`src/alist_pkg.sv`:
```
// ----------------------------------------------------------------------------
// alist_pkg
// Shared codes, field widths and controller/datapath command types for the
// packed array list.
// ----------------------------------------------------------------------------
package alist_pkg;

	localparam int FUNC_W = 2;
	localparam int POS_W  = 5;
	localparam int DATA_W = 32;
	localparam int IDX_W  = 4;
	localparam int STAT_W = 2;
	localparam int CNT_W  = 5;

	typedef enum logic [FUNC_W-1:0] {
		OP_APPEND = 2'd0,
		OP_INSERT = 2'd1,
		OP_DELETE = 2'd2,
		OP_SEARCH = 2'd3
	} op_t;

	typedef enum logic [STAT_W-1:0] {
		ST_OK       = 2'd0,
		ST_RANGE    = 2'd1,
		ST_FULL     = 2'd2,
		ST_NOTFOUND = 2'd3
	} status_t;

	typedef enum logic [1:0] {
		RD_PTR    = 2'd0,
		RD_PTR_M1 = 2'd1,
		RD_PTR_P1 = 2'd2,
		RD_MID    = 2'd3
	} rd_sel_t;

	typedef enum logic {
		WD_KEY   = 1'b0,
		WD_RDATA = 1'b1
	} wd_sel_t;

	typedef enum logic {
		PTR_COUNT  = 1'b0,
		PTR_POS_M1 = 1'b1
	} ptr_sel_t;

	typedef struct packed {
		logic     load;
		logic     rd_en;
		rd_sel_t  rd_sel;
		logic     wr_en;
		wd_sel_t  wd_sel;
		logic     ptr_ld;
		ptr_sel_t ptr_sel;
		logic     ptr_inc;
		logic     ptr_dec;
		logic     cnt_inc;
		logic     cnt_dec;
		logic     res_ld;
		logic     srch_init;
		logic     lo_step;
		logic     hi_step;
		logic     stat_ld;
		status_t  stat_code;
		logic     idx_ld;
		logic     out_ld;
	} dp_cmd_t;

	typedef struct packed {
		op_t  op;
		logic ins_bad;
		logic del_bad;
		logic full;
		logic ptr_at_pos;
		logic ptr_last;
		logic srch_open;
		logic key_eq;
		logic key_lt;
	} dp_stat_t;

endpackage

```
`src/alist_if.sv`:
```
// ----------------------------------------------------------------------------
// alist_if
// Request and response channels of the packed array list.
// ----------------------------------------------------------------------------
interface alist_req_if;
	logic                                valid;
	logic                                ready;
	logic [alist_pkg::FUNC_W-1:0]        func;
	logic [alist_pkg::POS_W-1:0]         position;
	logic signed [alist_pkg::DATA_W-1:0] value;

	modport source (output valid, func, position, value, input ready);
	modport sink (input valid, func, position, value, output ready);
endinterface

interface alist_rsp_if;
	logic                                valid;
	logic                                ready;
	logic signed [alist_pkg::DATA_W-1:0] result_value;
	logic [alist_pkg::IDX_W-1:0]         result_index;
	logic [alist_pkg::STAT_W-1:0]        status;
	logic [alist_pkg::CNT_W-1:0]         fill_count;

	modport source (output valid, result_value, result_index, status, fill_count,
		input ready);
	modport sink (input valid, result_value, result_index, status, fill_count,
		output ready);
endinterface

```
`src/alist_dp.sv`:
```
// ----------------------------------------------------------------------------
// alist_dp
// Datapath: entry memory, fill count, move pointer, search bounds, result
// and output registers.
// ----------------------------------------------------------------------------
module alist_dp #(
	parameter int CAPACITY    = 16,
	parameter int VALUE_WIDTH = 32
) (
	input  logic                                clk,
	input  logic                                arst_n,
	input  alist_pkg::dp_cmd_t                  cmd,
	output alist_pkg::dp_stat_t                 st,
	input  logic [alist_pkg::FUNC_W-1:0]        func,
	input  logic [alist_pkg::POS_W-1:0]         position,
	input  logic signed [alist_pkg::DATA_W-1:0] value,
	output logic signed [alist_pkg::DATA_W-1:0] result_value,
	output logic [alist_pkg::IDX_W-1:0]         result_index,
	output logic [alist_pkg::STAT_W-1:0]        status,
	output logic [alist_pkg::CNT_W-1:0]         fill_count
);

	localparam int IW = $clog2(CAPACITY);
	localparam int CW = $clog2(CAPACITY + 1);
	localparam int PW = (CW > alist_pkg::POS_W) ? CW : alist_pkg::POS_W;
	localparam int XW = (VALUE_WIDTH > alist_pkg::DATA_W) ? VALUE_WIDTH : alist_pkg::DATA_W;

	logic [VALUE_WIDTH-1:0]        mem_q [CAPACITY];
	logic [VALUE_WIDTH-1:0]        rdata_q;
	logic [VALUE_WIDTH-1:0]        key_q;
	alist_pkg::op_t                op_q;
	logic [PW-1:0]                 pos_q;
	logic [IW-1:0]                 ptr_q;
	logic [CW-1:0]                 cnt_q;
	logic [CW-1:0]                 lo_q;
	logic [CW-1:0]                 hi_q;
	logic [IW-1:0]                 mid_q;
	logic [VALUE_WIDTH-1:0]        res_val_q;
	logic [IW-1:0]                 res_idx_q;
	alist_pkg::status_t            stat_q;
	logic [alist_pkg::DATA_W-1:0]  out_val_q;
	logic [alist_pkg::IDX_W-1:0]   out_idx_q;
	logic [alist_pkg::STAT_W-1:0]  out_stat_q;
	logic [alist_pkg::CNT_W-1:0]   out_cnt_q;

	logic signed [XW-1:0]          value_x;
	logic [XW-1:0]                 res_x;
	logic [VALUE_WIDTH-1:0]        key_in;
	logic [VALUE_WIDTH-1:0]        wdata;
	logic [IW-1:0]                 rd_addr;
	logic [IW-1:0]                 mid_c;
	logic [CW:0]                   mid_sum;
	logic [PW:0]                   pos_x;
	logic [PW:0]                   cnt_x;

	assign value_x = XW'(value);
	assign key_in  = value_x[VALUE_WIDTH-1:0];
	assign res_x   = XW'(res_val_q);
	assign pos_x   = {1'b0, pos_q};
	assign cnt_x   = (PW+1)'(cnt_q);
	assign mid_sum = (CW+1)'(lo_q) + (CW+1)'(hi_q) - (CW+1)'(1);
	assign mid_c   = IW'(mid_sum >> 1);
	assign wdata   = (cmd.wd_sel == alist_pkg::WD_KEY) ? key_q : rdata_q;

	always_comb begin
		unique case (cmd.rd_sel)
			alist_pkg::RD_PTR:    rd_addr = ptr_q;
			alist_pkg::RD_PTR_M1: rd_addr = ptr_q - IW'(1);
			alist_pkg::RD_PTR_P1: rd_addr = ptr_q + IW'(1);
			alist_pkg::RD_MID:    rd_addr = mid_c;
			default:              rd_addr = ptr_q;
		endcase
	end

	always_comb begin
		st.op         = op_q;
		st.ins_bad    = (pos_q == '0) || (pos_x > cnt_x + (PW+1)'(1));
		st.del_bad    = (pos_q == '0) || (pos_x > cnt_x);
		st.full       = (cnt_q == CW'(CAPACITY));
		st.ptr_at_pos = ((PW+1)'(ptr_q) + (PW+1)'(1) == pos_x);
		st.ptr_last   = (CW'(ptr_q) + CW'(1) == cnt_q);
		st.srch_open  = (lo_q < hi_q);
		st.key_eq     = (key_q == rdata_q);
		st.key_lt     = ($signed(key_q) < $signed(rdata_q));
	end

	// entry memory
	always_ff @(posedge clk) begin
		if (cmd.wr_en) begin
			mem_q[ptr_q] <= wdata;
		end
		if (cmd.rd_en) begin
			rdata_q <= mem_q[rd_addr];
		end
	end

	always_ff @(posedge clk or negedge arst_n) begin
		if (!arst_n) begin
			cnt_q <= '0;
		end else if (cmd.cnt_inc) begin
			cnt_q <= cnt_q + CW'(1);
		end else if (cmd.cnt_dec) begin
			cnt_q <= cnt_q - CW'(1);
		end
	end

	always_ff @(posedge clk) begin
		if (cmd.load) begin
			op_q      <= alist_pkg::op_t'(func);
			key_q     <= key_in;
			pos_q     <= (func == alist_pkg::OP_APPEND) ? PW'(cnt_q) + PW'(1) : PW'(position);
			res_val_q <= '0;
			res_idx_q <= '0;
			stat_q    <= alist_pkg::ST_OK;
		end
		if (cmd.ptr_ld) begin
			ptr_q <= (cmd.ptr_sel == alist_pkg::PTR_COUNT) ? IW'(cnt_q) : IW'(pos_q - PW'(1));
		end else if (cmd.ptr_inc) begin
			ptr_q <= ptr_q + IW'(1);
		end else if (cmd.ptr_dec) begin
			ptr_q <= ptr_q - IW'(1);
		end
		if (cmd.srch_init) begin
			lo_q <= '0;
			hi_q <= cnt_q;
		end else if (cmd.lo_step) begin
			lo_q <= CW'(mid_q) + CW'(1);
		end else if (cmd.hi_step) begin
			hi_q <= CW'(mid_q);
		end
		if (cmd.rd_en && cmd.rd_sel == alist_pkg::RD_MID) begin
			mid_q <= mid_c;
		end
		if (cmd.res_ld) begin
			res_val_q <= rdata_q;
		end
		if (cmd.idx_ld) begin
			res_idx_q <= mid_q;
		end
		if (cmd.stat_ld) begin
			stat_q <= cmd.stat_code;
		end
		if (cmd.out_ld) begin
			out_val_q  <= res_x[alist_pkg::DATA_W-1:0];
			out_idx_q  <= alist_pkg::IDX_W'(res_idx_q);
			out_stat_q <= stat_q;
			out_cnt_q  <= alist_pkg::CNT_W'(cnt_q);
		end
	end

	assign result_value = out_val_q;
	assign result_index = out_idx_q;
	assign status       = out_stat_q;
	assign fill_count   = out_cnt_q;

	a_cnt_bound: assert property (@(posedge clk) disable iff (!arst_n)
		cnt_q <= CW'(CAPACITY))
		else $error("fill count above capacity");

	a_cnt_step: assert property (@(posedge clk) disable iff (!arst_n)
		cnt_q == $past(cnt_q) || cnt_q == CW'($past(cnt_q) + CW'(1))
		|| cnt_q == CW'($past(cnt_q) - CW'(1)))
		else $error("fill count moved by more than one");

	a_grow_not_full: assert property (@(posedge clk) disable iff (!arst_n)
		cmd.cnt_inc |-> !st.full)
		else $error("count grown on a full list");

endmodule

```
`src/alist_ctrl.sv`:
```
// ----------------------------------------------------------------------------
// alist_ctrl
// Controller: sequences checks, entry moves and search probes, and owns the
// channel handshakes.
// ----------------------------------------------------------------------------
module alist_ctrl (
	input  logic                clk,
	input  logic                arst_n,
	input  logic                in_valid,
	output logic                in_ready,
	output logic                out_valid,
	input  logic                out_ready,
	input  alist_pkg::dp_stat_t st,
	output alist_pkg::dp_cmd_t  cmd
);

	typedef enum logic [3:0] {
		S_IDLE,
		S_CHECK,
		S_INS_CHK,
		S_INS_MV,
		S_DEL_RD,
		S_DEL_GET,
		S_DEL_CHK,
		S_DEL_MV,
		S_SRCH_CHK,
		S_SRCH_CMP,
		S_DONE
	} state_t;

	state_t state_q;
	state_t state_d;
	logic   out_valid_q;

	assign in_ready  = (state_q == S_IDLE);
	assign out_valid = out_valid_q;

	always_comb begin
		cmd     = alist_pkg::dp_cmd_t'('0);
		state_d = state_q;
		unique case (state_q)
			S_IDLE: begin
				if (in_valid) begin
					cmd.load = 1'b1;
					state_d  = S_CHECK;
				end
			end
			S_CHECK: begin
				unique case (st.op) inside
					alist_pkg::OP_APPEND, alist_pkg::OP_INSERT: begin
						if (st.op == alist_pkg::OP_INSERT && st.ins_bad) begin
							cmd.stat_ld   = 1'b1;
							cmd.stat_code = alist_pkg::ST_RANGE;
							state_d       = S_DONE;
						end else if (st.full) begin
							cmd.stat_ld   = 1'b1;
							cmd.stat_code = alist_pkg::ST_FULL;
							state_d       = S_DONE;
						end else begin
							cmd.ptr_ld  = 1'b1;
							cmd.ptr_sel = alist_pkg::PTR_COUNT;
							state_d     = S_INS_CHK;
						end
					end
					alist_pkg::OP_DELETE: begin
						if (st.del_bad) begin
							cmd.stat_ld   = 1'b1;
							cmd.stat_code = alist_pkg::ST_RANGE;
							state_d       = S_DONE;
						end else begin
							cmd.ptr_ld  = 1'b1;
							cmd.ptr_sel = alist_pkg::PTR_POS_M1;
							state_d     = S_DEL_RD;
						end
					end
					alist_pkg::OP_SEARCH: begin
						cmd.srch_init = 1'b1;
						state_d       = S_SRCH_CHK;
					end
					default: state_d = S_DONE;
				endcase
			end
			S_INS_CHK: begin
				if (st.ptr_at_pos) begin
					cmd.wr_en   = 1'b1;
					cmd.wd_sel  = alist_pkg::WD_KEY;
					cmd.cnt_inc = 1'b1;
					state_d     = S_DONE;
				end else begin
					cmd.rd_en  = 1'b1;
					cmd.rd_sel = alist_pkg::RD_PTR_M1;
					state_d    = S_INS_MV;
				end
			end
			S_INS_MV: begin
				cmd.wr_en   = 1'b1;
				cmd.wd_sel  = alist_pkg::WD_RDATA;
				cmd.ptr_dec = 1'b1;
				state_d     = S_INS_CHK;
			end
			S_DEL_RD: begin
				cmd.rd_en  = 1'b1;
				cmd.rd_sel = alist_pkg::RD_PTR;
				state_d    = S_DEL_GET;
			end
			S_DEL_GET: begin
				cmd.res_ld = 1'b1;
				state_d    = S_DEL_CHK;
			end
			S_DEL_CHK: begin
				if (st.ptr_last) begin
					cmd.cnt_dec = 1'b1;
					state_d     = S_DONE;
				end else begin
					cmd.rd_en  = 1'b1;
					cmd.rd_sel = alist_pkg::RD_PTR_P1;
					state_d    = S_DEL_MV;
				end
			end
			S_DEL_MV: begin
				cmd.wr_en   = 1'b1;
				cmd.wd_sel  = alist_pkg::WD_RDATA;
				cmd.ptr_inc = 1'b1;
				state_d     = S_DEL_CHK;
			end
			S_SRCH_CHK: begin
				if (st.srch_open) begin
					cmd.rd_en  = 1'b1;
					cmd.rd_sel = alist_pkg::RD_MID;
					state_d    = S_SRCH_CMP;
				end else begin
					cmd.stat_ld   = 1'b1;
					cmd.stat_code = alist_pkg::ST_NOTFOUND;
					state_d       = S_DONE;
				end
			end
			S_SRCH_CMP: begin
				if (st.key_eq) begin
					cmd.idx_ld = 1'b1;
					state_d    = S_DONE;
				end else if (st.key_lt) begin
					cmd.hi_step = 1'b1;
					state_d     = S_SRCH_CHK;
				end else begin
					cmd.lo_step = 1'b1;
					state_d     = S_SRCH_CHK;
				end
			end
			S_DONE: begin
				if (!out_valid_q || out_ready) begin
					cmd.out_ld = 1'b1;
					state_d    = S_IDLE;
				end
			end
			default: state_d = S_IDLE;
		endcase
	end

	always_ff @(posedge clk or negedge arst_n) begin
		if (!arst_n) begin
			state_q     <= S_IDLE;
			out_valid_q <= 1'b0;
		end else begin
			state_q <= state_d;
			if (cmd.out_ld) begin
				out_valid_q <= 1'b1;
			end else if (out_ready) begin
				out_valid_q <= 1'b0;
			end
		end
	end

	a_port_excl: assert property (@(posedge clk) disable iff (!arst_n)
		!(cmd.rd_en && cmd.wr_en))
		else $error("memory read and write in one cycle");

	a_accept_check: assert property (@(posedge clk) disable iff (!arst_n)
		(in_valid && in_ready) |=> state_q == S_CHECK)
		else $error("accepted transaction not checked");

	a_out_free: assert property (@(posedge clk) disable iff (!arst_n)
		cmd.out_ld |-> (!out_valid_q || out_ready))
		else $error("output register overwritten");

endmodule

```
`src/array_list_insert_delete_search.sv`:
```
// ----------------------------------------------------------------------------
// array_list_insert_delete_search
// Packed list of signed words with append, insert, delete and binary search.
// ----------------------------------------------------------------------------
// one transaction at a time through a single-port entry memory, so the next accept
// waits until the last is through; each entry move reads the entry, then writes it
// to its neighbouring slot; a search makes at most log2(count)+1 probes
// the next transaction is taken while a result waits
// reset clears the fill count and the handshakes; entries stay unwritten, no sweep
module array_list_insert_delete_search #(
	parameter int CAPACITY    = 16,
	parameter int VALUE_WIDTH = 32
) (
	input  logic       clk,
	input  logic       arst_n,
	alist_req_if.sink  req,
	alist_rsp_if.source rsp
);

	alist_pkg::dp_cmd_t  cmd;
	alist_pkg::dp_stat_t st;

	alist_ctrl u_ctrl (
		.clk       (clk),
		.arst_n    (arst_n),
		.in_valid  (req.valid),
		.in_ready  (req.ready),
		.out_valid (rsp.valid),
		.out_ready (rsp.ready),
		.st        (st),
		.cmd       (cmd)
	);

	alist_dp #(
		.CAPACITY    (CAPACITY),
		.VALUE_WIDTH (VALUE_WIDTH)
	) u_dp (
		.clk          (clk),
		.arst_n       (arst_n),
		.cmd          (cmd),
		.st           (st),
		.func         (req.func),
		.position     (req.position),
		.value        (req.value),
		.result_value (rsp.result_value),
		.result_index (rsp.result_index),
		.status       (rsp.status),
		.fill_count   (rsp.fill_count)
	);

endmodule
```
`src/flat_wrapper.sv`:
```
// flat-port wrapper written by rule: the top's interface ports become plain ports
module array_list_insert_delete_search_flat 
#(
	parameter int CAPACITY    = 16,
	parameter int VALUE_WIDTH = 32
)
  (clk, arst_n, req_valid, req_func, req_position, req_value, req_ready, rsp_valid, rsp_result_value, rsp_result_index, rsp_status, rsp_fill_count, rsp_ready);
  alist_req_if req_i ();
  alist_rsp_if rsp_i ();
  input  logic clk;
  input  logic arst_n;
  input wire logic [$bits(req_i.valid)-1:0] req_valid;
  input wire logic [$bits(req_i.func)-1:0] req_func;
  input wire logic [$bits(req_i.position)-1:0] req_position;
  input wire logic [$bits(req_i.value)-1:0] req_value;
  output wire logic [$bits(req_i.ready)-1:0] req_ready;
  output wire logic [$bits(rsp_i.valid)-1:0] rsp_valid;
  output wire logic [$bits(rsp_i.result_value)-1:0] rsp_result_value;
  output wire logic [$bits(rsp_i.result_index)-1:0] rsp_result_index;
  output wire logic [$bits(rsp_i.status)-1:0] rsp_status;
  output wire logic [$bits(rsp_i.fill_count)-1:0] rsp_fill_count;
  input wire logic [$bits(rsp_i.ready)-1:0] rsp_ready;
  assign req_i.valid = req_valid;
  assign req_i.func = req_func;
  assign req_i.position = req_position;
  assign req_i.value = req_value;
  assign req_ready = req_i.ready;
  assign rsp_valid = rsp_i.valid;
  assign rsp_result_value = rsp_i.result_value;
  assign rsp_result_index = rsp_i.result_index;
  assign rsp_status = rsp_i.status;
  assign rsp_fill_count = rsp_i.fill_count;
  assign rsp_i.ready = rsp_ready;
  array_list_insert_delete_search #(.CAPACITY(CAPACITY), .VALUE_WIDTH(VALUE_WIDTH)) u_core (.clk(clk), .arst_n(arst_n), .req(req_i), .rsp(rsp_i));
endmodule
```
`config.mk`:
```
export PLATFORM = sky130hd
export DESIGN_NAME = array_list_insert_delete_search_flat
export DESIGN_NICKNAME = d
export VERILOG_FILES = /design/src/alist_pkg.sv /design/src/alist_if.sv /design/src/alist_dp.sv /design/src/alist_ctrl.sv /design/src/array_list_insert_delete_search.sv /design/src/flat_wrapper.sv
export SDC_FILE = /design/constraint.sdc
export NUM_CORES = 1
export LEC_CHECK = 0
export ABC_AREA = 1
export BUFFER_PORTS_ARGS = -buffer_cell sky130_fd_sc_hd__buf_2
export CORE_ASPECT_RATIO = 0.75
export CORE_MARGIN = 8
export CORE_UTILIZATION = 45
export DETAILED_ROUTE_END_ITERATION = 10
export SYNTH_ARGS = -nofsm -noshare
export SYNTH_HDL_FRONTEND = slang
export SYNTH_SLANG_ARGS = --single-unit
```
`constraint.sdc`:
```
create_clock -name clk -period 9.45 [get_ports clk]
set_input_delay 0.945 -clock clk [delete_from_list [all_inputs] [get_ports clk]]
set_output_delay 0.945 -clock clk [all_outputs]
set_load 0.005 [all_outputs]
```
### Word level (Yosys, flattened, before mapping)

Memory sizes are Yosys's and may differ from the RTL's. A register that Yosys moved wholly into a read port is not among the register bits.
Index checks and enable logic that the tools add are counted.

* register bits: 148
* latch bits: 0
* memory bits (writable): 512
* bits in read-only memories: 0
* input port bits: 43
* output and inout port bits: 45
* word-level logic and storage cells: 148
* memories: 1

Memory list
* u_core.u_dp.mem_q: depth 16, width 32, read ports 1, clocked after Yosys merged registers in 1, write ports 1, RTL line alist_dp.sv:28 `logic [VALUE_WIDTH-1:0] mem_q [CAPACITY];`

* $add $sub $neg: 11
* multiply operators: 0
* divide/modulo/power cells: 0
* $lt $le $gt $ge: 4
* equality and inequality tests: 23
* shift-type cells: 0
* mux-type cells: 69
* bitwise gates (word level): 0
* reductions and logical operators: 23

Operators by type and width (count)
* $mux 32: 3
* $mux 4: 13
* $pmux 4 s10: 1
* $eq 32x32->1: 1
* $lt 32x32->1: 1
* $mux 5: 6
* $mux 2: 11
* $mux 1: 21
* $mux 3: 7
* $eq 4x3->1 const B: 4
* $pmux 4 s4: 1
* $add 4x1->5 const B: 3
* $eq 4x4->1 const B: 3
* $pmux 3 s2: 2
* $pmux 3 s4: 1
* $pmux 4 s3: 1
* $reduce_bool 2->1: 6
* $eq 5x5->1: 2
* $sub 5x1->5 const B: 2
* $eq 2x2->1 const B: 4
* $eq 4x2->1 const B: 2
* $pmux 2 s2: 2
* $sub 4x1->4 const B: 2
* $add 5x1->6 const B: 1
* 20 further kinds: 30

### Depth between registers and ports, before layout

* depth after elaboration: 9
* depth in mapped cells: 22
* gate-level depth less buffers: 19

### By module

From an unflattened synthesis, not the netlist that was laid out.

* cell total of the unflattened synthesis: 2581
* area total of the unflattened synthesis: 29864.9 um2

Modules (own cells, without submodules)
* alist_dp: instances 1, cells each 2482, area each 29334.4 um2, seq. area each 20554.7 um2
* alist_ctrl: instances 1, cells each 99, area each 530.5 um2, seq. area each 125.1 um2

### Least setup slack after synthesis

OpenSTA, ideal clock, no wires.

* path kind: register to register
* from: register u_core.u_dp.ptr_q[0]
* to: memory u_core.u_dp.mem_q[11][0], enable pin
* arrival time: 3.516 ns
* required time: 9.029 ns
* slack: 5.513 ns
* stages on the path, launching flop included: 13
* path buffers: 1
* path through: edfxtp_1 buf_2 clkinv_2 ha_1 xnor2_1 nand3_1 nor2_1 nand2_2 nor3_1 inv_1 nand2_1 nand2_1 nor2_1

* cells in the longest elaborated chain, start to end: 6

RTL lines
* start, declared: RTL line alist_dp.sv:33 `logic [IW-1:0] ptr_q;`
* start signal, assigned: RTL line alist_dp.sv:117 `ptr_q <= (cmd.ptr_sel == alist_pkg::PTR_COUNT) ? IW'(cnt_q) : IW'(pos_q - PW'(1));`
* start signal, assigned: RTL line alist_dp.sv:119 `ptr_q <= ptr_q + IW'(1);`
* start signal, assigned: RTL line alist_dp.sv:121 `ptr_q <= ptr_q - IW'(1);`
* $add 4x1->5: RTL line alist_dp.sv:80 `st.ptr_at_pos = ((PW+1)'(ptr_q) + (PW+1)'(1) == pos_x);`
* $eq 5x5->1: RTL line alist_dp.sv:80
* $mux 2: RTL line alist_ctrl.sv:84 `if (st.ptr_at_pos) begin`
* $pmux 2 s2: RTL line alist_ctrl.sv:41 `unique case (state_q)`
* $mux 1: RTL line alist_dp.sv:89 `if (cmd.wr_en) begin`
* $mux 1 (not written as such): RTL line alist_dp.sv:90 `mem_q[ptr_q] <= wdata;`
* end, declared: RTL line alist_dp.sv:28

Several ways; a longest one is shown, not always the timed one.

### Final worst setup path

* from: register u_core.u_dp.ptr_q[0]
* to: register u_core.u_dp.rdata_q[9] (read register of u_core.u_dp.mem_q) (data pin)

* cells in the longest elaborated chain, start to end: 6
* elaborated cells between the ends (all ways): 14

RTL lines
* $add 4x1->5: RTL line alist_dp.sv:80, alist_dp.sv:81
* $eq 5x5->1, on equally long branches: RTL line alist_dp.sv:80, alist_dp.sv:81
* $mux 3, on equally long branches: RTL line alist_ctrl.sv:84, alist_ctrl.sv:111
* $pmux 3 s4: RTL line alist_ctrl.sv:41
* $eq 2x2->1, or another cell as far along: RTL line alist_dp.sv:66 `unique case (cmd.rd_sel)`
* $pmux 4 s4: RTL line alist_dp.sv:66
* end, declared: RTL line alist_dp.sv:29 `logic [VALUE_WIDTH-1:0] rdata_q;`

Several ways; a longest one is shown, not always the timed one.
A chain may end at the register's enable or synchronous reset.

==> summary.txt <==
Outcome
  • Status: finished, final reports clean

STA
  • Skew final: 0.01689 ns
  • Slew Viols, Final: 0
  • Max Freq: ~180 MHz
  • RSZ-0062 raised after global routing: no
  • Setup TNS Final: 0 ns
  • Tmin final: around 5.4 ns
  • Pin slew with the least headroom to its limit: 1.333 ns
  • Final Hold Viols: 0
  • # setup viols final: 0
  • Hold slack final: between 0.2 and 0.25 ns
  • Headroom to the max-slew limit: a little over a tenth
  • Crit share post-route: between 50% and 60%

Clock network
  • Clk sinks: roughly 690
  • Cts repair resizes: 0
  • Worst-skew pair later-pin latency: 0.61 ns
  • Cts hold-fix bufs: 0
  • TritonCTS clock tree: built
  • H-tree depth: 3
  • Reg clk slew, reported paths: about 0.060 ns
  • Longest Clk Path Bufs: 3
  • Setup Buffers After CTS: 0
  • CTS Buf Count: 66
  • Root Buffer: clkbuf_16

Flow run
  • Max-cap violations: 0

Synth
  • Post-synthesis instance total: 2834
  • Number of flops mapped to enable cells by yosys: 677
  • Avg Synthesized Cell Area: around 11 sq um
  • Top post-synthesis cells by area: edfxtp_1, nand3_1, nand2_1
  • Yosys cell types: 44
  • Area share of the largest cell type after synthesis: 65.84%
  • Synth Warn #: 0
  • Syn_nets: just under 3000
  • FFs w/ async S/R, synth: 1.445%
  • Prevailing post-synth register cell: edfxtp_1
  • Dominant cell type by area after synthesis: edfxtp_1
  • Synthesis-stage register bit count: 692
  • Mapped cell area: ~0.03 sq mm
  • Register area share after synthesis: roughly two thirds

Finish
  • Most common cell after layout, fill and taps aside: edfxtp_1
  • Nets: about 3000
  • Most frequent cells in the layout: edfxtp_1, nand2_1, nand3_1
  • Ant diodes: 0
  • Layout cells sized above 1: a little under a tenth
  • Layout area overhead: 11.62%
  • Fillers: between 6000 and 7000

Floorplan
  • Site row count: slightly above 80
  • Die width: approximately 320 um
  • Ports: between 80 and 90
  • Core area: between 0.06 and 0.07 sq mm
  • Die area: between 0.07 and 0.08 sq mm
  • Die Height: 242.8 um
  • Starting Density: approximately 45%

Global route
  • Initial antenna violation count: 0
  • First-pass GRT wire length: approximately 130000 um
  • Grt ovf: 0
  • Pin count of the biggest net entering global routing: 228
  • Vias in the first global route: between 20000 and 25000
  • Total track usage: between 20% and 30%

Placement
  • Routability cong.: 0.9031
  • Detail Placement HPWL: 45880 um
  • IO buf count: just under 90

Setup path
  • Worst setup SP type: register
  • Critical path endpoint category: register
  • CP arrival: around 5.8 ns
  • Critical Path RT: approximately 9.8 ns
  • Critical path class: reg -> reg
  • Critical Path Fanout Max: 99

Route
  • Routed WL per cell: roughly 22 um
  • 1st-iter DRT viols: about 2300
  • Drt pass-1 iters: 7
  • Residual DRC: 0
  • Final ANT Viol Nets: 0
  • Vias per cell: roughly 5.4
  • DRT Wirelength: a little over 80000 um
  • Vias: 20810

Power
  • Lkg Pwr: roughly 14 nW
  • Peak supply drop: 0.4563 mV
  • PD cells: about 360 mW/mm^2
  • Power Total: around 0.013 W

Worst hold path
  • Hold WC Path Type: in -> async
## logic make-up after synthesis
group           synth area share, %
simple gates                  20.42
flops                         66.98
buf+inv                       7.639
compound gates                1.957
fa+ha+maj                     2.577
xor+xnor                     0.4255
## cells in the mapped netlist, types with 5 or more instances
| master | instances |
|---|---|
| buf_6 | 12 |
| edfxtp_1 | 677 |
| nor2_1 | 95 |
| dfxtp_1 | 5 |
| nand2_1 | 619 |
| nand4_1 | 15 |
| a21oi_1 | 26 |
| nand3b_1 | 35 |
| inv_1 | 396 |
| clkbuf_1 | 14 |
| buf_2 | 87 |
| nand3_1 | 617 |
| nor3_1 | 7 |
| o211ai_1 | 7 |
| buf_1 | 7 |
| xor2_1 | 12 |
| dfrtp_1 | 10 |
| o21ai_0 | 63 |
| buf_4 | 26 |
| ha_1 | 62 |
## metal layers
metal	GRT usage [%]	share of wire [%]	vias to the layer above
li1	-	-	9774
met1	29.75	44	10170
met2	33.36	46	748
met3	3.708	7.2	119
met4	5.363	2.1	0
met5	0	0	-
## flip-flops by register name, indices dropped and copies added (netlist names), 5 cells and up
| signal | cells |
|---|---|
| u_core.u_dp.cnt_q | 5 |
| u_core.u_dp.fill_count | 5 |
| u_core.u_dp.hi_q | 5 |
| u_core.u_dp.key_q | 32 |
| u_core.u_dp.lo_q | 5 |
| u_core.u_dp.mem_q | 512 |
| u_core.u_dp.pos_q | 5 |
| u_core.u_dp.rdata_q | 32 |
| u_core.u_dp.res_val_q | 32 |
| u_core.u_dp.result_value | 32 |
## through the flow
step | utilization, % | instances | setup slack, ns | area (sq um)
global route | 50.59 | 3847 | 3.668 | 34460
floorplan | - | 2834 | 5.513 | 30880
CTS | 50.59 | 3847 | 4.106 | 34460
finish | 50.59 | 3847 | 4.009 | 34460
detailed placement | 47.40 | 3733 | 4.110 | 32290
global placement | 47.40 | 3733 | 4.276 | 32290
## worst max-delay path, stage by stage (launching register included)
cell and delay (ns):
edfxtp_1 0.57, clkinv_2 0.27, ha_1 0.45, inv_1 0.11, nand2_1 0.08, nand2_1 0.05, nand3_1 0.09, nor2_2 0.05
nand2_2 0.10, nand2_4 0.08, nand3_4 0.18, inv_2 0.09, nand2_8 0.35, buf_4 0.96, buf_4 0.94, nand3_1 0.17
nand3_1 0.15, nand3_1 0.08, nand3_1 0.12, nand2_1 0.08
## report_power, final
| part | total (W) | switching, W | internal, W | leakage, nW |
|---|---|---|---|---|
| Clock | 0.00271 | 0.00111 | 0.00160 | 1.06 |
| Sequential | 0.00426 | 0.000172 | 0.00409 | 6.32 |
| Combinational | 0.00556 | 0.00401 | 0.00155 | 6.72 |
| Total | 0.0125 | 0.00530 | 0.00723 | 14.1 |
## final timing paths
check	depth (start not counted)	slack, ns	startpoint	end
worst min register to register	0	0.42	u_core.u_dp.res_val_q[19]	u_core.u_dp.result_value[19]
worst max-delay path	19	4.01	u_core.u_dp.ptr_q[0]	u_core.u_dp.rdata_q[9]
min in group clk	0	0.42	u_core.u_dp.res_val_q[19]	u_core.u_dp.result_value[19]
worst min-delay path	1	0.20	arst_n	u_core.u_ctrl.out_valid
worst max register to register	19	4.01	u_core.u_dp.ptr_q[0]	u_core.u_dp.rdata_q[9]
max in group asynchronous	1	9.03	arst_n	u_core.u_dp.cnt_q[1]
## final cells by class
class	instances	area, sq um	area share [%]
flip-flops and latches	692	20680	60.01
multi-input cells	1593	8030	23.30
clock buffers	80	1768	5.130
inverters	403	1520	4.411
well taps	892	1116	3.238
repair buffers	153	943.4	2.737
clock inverters	34	405.4	1.176
No activity file was read; power rests on OpenSTA's default activity.
